File: config.mk
export PLATFORM = sky130hd
export DESIGN_NAME = twep_decide
export DESIGN_NICKNAME = d
export VERILOG_FILES = /design/src/rtl/core/twep_pkg.sv /design/src/rtl/core/twep_decide.sv
export SDC_FILE = /design/constraint.sdc
export NUM_CORES = 1
export LEC_CHECK = 0
export ABC_AREA = 1
export BUFFER_PORTS_ARGS = -buffer_cell sky130_fd_sc_hd__buf_4
export CORE_MARGIN = 1.5
export CORE_UTILIZATION = 35
export DETAILED_ROUTE_END_ITERATION = 10
export PLACE_DENSITY_LB_ADDON = 0.05
export SYNTH_ARGS = -nofsm -noshare
export SYNTH_HDL_FRONTEND = slang
export SYNTH_SLANG_ARGS = --single-unit
File: constraint.sdc
create_clock -name vclk -period 1.21
set_input_delay 0.0605 -clock vclk [all_inputs]
set_output_delay 0.0605 -clock vclk [all_outputs]
set_load 0.05 [all_outputs]
File: src/rtl/core/twep_pkg.sv
// Shared types and constants for the triangle weakest-edge pruner.
// Used by the channel interfaces, the compare unit and the top level.
package twep_pkg;

  localparam int unsigned MAX_REGULATORS_DEF = 64;
  localparam int unsigned MAX_GENES_DEF      = 1024;

  localparam int unsigned ACTION_W   = 3;
  localparam int unsigned REG_W      = 6;
  localparam int unsigned GENE_W     = 10;
  localparam int unsigned WEIGHT_W   = 32;
  localparam int unsigned COUNT_W    = 17;
  localparam int unsigned NR_W       = 7;
  localparam int unsigned NG_W       = 11;
  localparam int unsigned CFG_DATA_W = 11;

  localparam logic [NR_W-1:0] NR_RESET = 7'd64;
  localparam logic [NG_W-1:0] NG_RESET = 11'd1024;

  typedef enum logic [ACTION_W-1:0] {
    ACT_CLEAR     = 3'd0,
    ACT_LOAD_EDGE = 3'd1,
    ACT_LOAD_PAIR = 3'd2,
    ACT_PRUNE     = 3'd3,
    ACT_READ      = 3'd4
  } action_e;

  typedef enum logic {
    CFG_NUM_REGS  = 1'b0,
    CFG_NUM_GENES = 1'b1
  } cfg_idx_e;

  typedef enum logic [1:0] {
    DEC_MARK1   = 2'd0,
    DEC_MARK2   = 2'd1,
    DEC_BOTH_RR = 2'd2
  } decide_e;

  typedef struct packed {
    logic                status;
    logic                present;
    logic                kept;
    logic [WEIGHT_W-1:0] edge_weight;
  } result_t;

endpackage

File: src/rtl/core/twep_decide.sv
// Compare unit: picks which edge of a triangle to mark.
// Depends on twep_pkg for the decision codes.
module twep_decide (
  input  logic [twep_pkg::WEIGHT_W-1:0] v1_i,
  input  logic [twep_pkg::WEIGHT_W-1:0] v2_i,
  input  logic [twep_pkg::WEIGHT_W-1:0] pw_i,
  output twep_pkg::decide_e             dec_o
);

  always_comb begin
    if (v1_i < pw_i && v1_i < v2_i) begin
      dec_o = twep_pkg::DEC_MARK1;
    end else if (v2_i < pw_i && v2_i < v1_i) begin
      dec_o = twep_pkg::DEC_MARK2;
    end else begin
      dec_o = twep_pkg::DEC_BOTH_RR;
    end
  end

endmodule

==> results.cfg <==
[outcome]
status = complete, but fails checks
violations = DRC, setup timing

[global_routing]
met2_usage = 0.3579
grt_pass1_vias = 2750
grt.busiest_layer = met2
antenna_found_initial = 0
met3_usage = 0.003850
grt_pass1_wl_mm = 11.55
grt_use_total = 0.1835
grt_max_degree = 4
grt_overflow_total = 0
grt_util_met1 = 0.2355

[detailed_routing]
drt_first_pass_iters = 7
final_antenna_net_count = 0
routed_wl_mm = 6.435
vias_per_cell = 4.788
num_vias = 2681
drt_iter0_drc = 29
drc = 8
routedWlPerCell_um = 11.49

[timing]
fmax_mhz = 665.0
rsz0062_at_grt = yes
tightestPinTransition_ns = 0.2259
hold_viol_final = 0
setup_violations = 2
fin_setup_tns_ns = -0.5609
fin_crit_ns = 1.504
fin_ws_ns = -0.2937
drv_slew = 0
post-route-period-util = 1.243
max_slew_margin = 0.8478

[place]
place_congestion = 0.8278
dp_slack_ns = -0.4354
place_hpwl_mm = 5.726
portBuffers = 98
placed_area_um2 = 3647

[synth]
syn-cell-area_um2 = 2390
muxShareOfSynthArea = 0
ys_seq_area_frac = 0
synth_compound_area_frac = 0.1387
synthAdderAreaFrac = 0.4921
syn_avg_cell_area_um2 = 6.407
synth_xor_area_frac = 0
syn_nets = 563
synth_cells = 373
synth_warnings = 0
synth_top_family_by_area = adder cells
synth-simple-area-share = 0.2387
synthDistinctLibCells = 19

[layout]
final_cell_area_um2 = 4253
n_fill_cell = 552
area_growth_pct = 77.96
design.seq.count = 0
antenna_cells = 0
fin_nets = 675
drive_gt1_frac = 0.5383
register_area_um2 = 0
final_common_cell = buf_4
final_util = 0.6585
final_cell_mix = buf_4 (86), nand2_1 (62), ha_1 (51), inv_1 (46), ha_4 (43)
nClkBuffers = 0

[worst_setup_path]
slowest_delay_ns = 0.26
cp_max_fo = 2
crit_buf_inv = 2
critical-path-top-delay-family = simple AND/OR/NAND/NOR gates
crit_path_top_delay_cell = ha_4
critPathCapture = dec_o[1]
cp-end-kind = output pin
crit_type = input pin to output pin
cp.required_ns = 1.15
startpoint = v2_i[22]
critical_path_depth = 13
crit_chain = buf_4 > ha_4 > nand2_2 > nor2_4 > nand4_1 > nor2_4 > nand2_2 > nand2_2 > nor2_4 > nand2_4 > nor2_4 > nor2_4 > buf_8
path_common_cell = nor2_4
critPathArrivalTime_ns = 1.44
crit_path_start_kind = input pin

[die]
die_h_um = 85.63
start_util = 0.3700
die_width_um = 85.63
rows = 29
core_area_um2 = 6459
io_pins = 98
dieArea_um2 = 7333

[pwr]
ir_drop_mv = 0.3958
pwr-share-seq = 0
power.density_nw_per_um2 = 364.2
leakagePower_nw = 2.158
total_power_w = 0.001549
intPower_w = 0.0007939
pwr-share-comb = 1.000
p_switching_w = 0.0007550
clkPwrFrac = 0
netSwitchingFraction = 0.4875

[worst_hold_path]
min-delay-path-class = input pin to output pin

[clock_tree]
post_cts.repair.setup_buffers = 0
holdBufCountCts = 0

[run]
drv_cap = 0
-- per-stage QoR --
stage / hold WS, ns / cells
finish: 0.7739 / 560
global route: 0.8180 / 560
CTS: 0.7985 / 560
detailed placement: 0.9045 / 560
global placement: 0.9031 / 560
floorplan: 0.5559 / 373
-- cells by family (layout without fill, tap and decap cells) --
kind of cell / count (synthesis) / in the layout
AO/OA/AOI/OAI: 61 / 61
buffers and inverters: 83 / 193
adder cells (fa/ha/maj): 94 / 94
AND/OR/NAND/NOR: 135 / 135
-- what timing repair did --
item | CTS | global route
gates resized for setup | 83 | 52
pin swaps | 54 | 39
hold endpoints to repair | 0 | 0
setup endpoints to repair | 2 | 2
-- layout make-up --
type,instances,area (um2),area share
inverter,83,336.6,0.07914
multi-input combinational,290,2885,0.6784
tap,77,96.34,0.02265
timing repair buffer,110,934.6,0.2198
-- routing by layer --
layer,routed length [um],vias to the layer above
li1,-,1449
met1,2911,1178
met2,3293,54
met3,230,0
met4,0,0
met5,0,-
-- synthesized netlist by cell type, drive strengths merged --
library cell / number / area (um2)
nand3b: 1 / 7.510
nor2: 23 / 96.34
o21ai: 11 / 55.05
inv: 82 / 307.8
ha: 94 / 1176
a21oi: 44 / 231.5
nand2: 90 / 337.8
a21o: 3 / 22.52
nor3: 7 / 45.04
clkinv: 1 / 3.750
nand4: 5 / 31.28
nor3b: 1 / 12.51
o21a: 3 / 22.52
nand3: 8 / 40.04
-- worst min path at each step --
| stage | startpoint | endpoint | slack [ns] | cells past startpoint |
|---|---|---|---|---|
| floorplan | v2_i[23] | dec_o[0] | 0.56 | 6 |
| global route | v2_i[23] | dec_o[0] | 0.82 | 8 |
| finish | v2_i[23] | dec_o[0] | 0.77 | 8 |
| detailed placement | v2_i[31] | dec_o[0] | 0.90 | 9 |
| global placement | v2_i[31] | dec_o[0] | 0.90 | 9 |
| CTS | v2_i[23] | dec_o[0] | 0.80 | 8 |
-- power by group through the flow --
stage | Clock, W | Sequential, W | Combinational [W]
2_1_floorplan | 0 | 0 | 0.000715
3_3_place_gp | 0 | 0 | 0.00122
3_5_place_dp | 0 | 0 | 0.00124
4_1_cts | 0 | 0 | 0.00143
5_1_grt | 0 | 0 | 0.00175
6_report | 0 | 0 | 0.00155
Power figures use the tool's default switching activity.
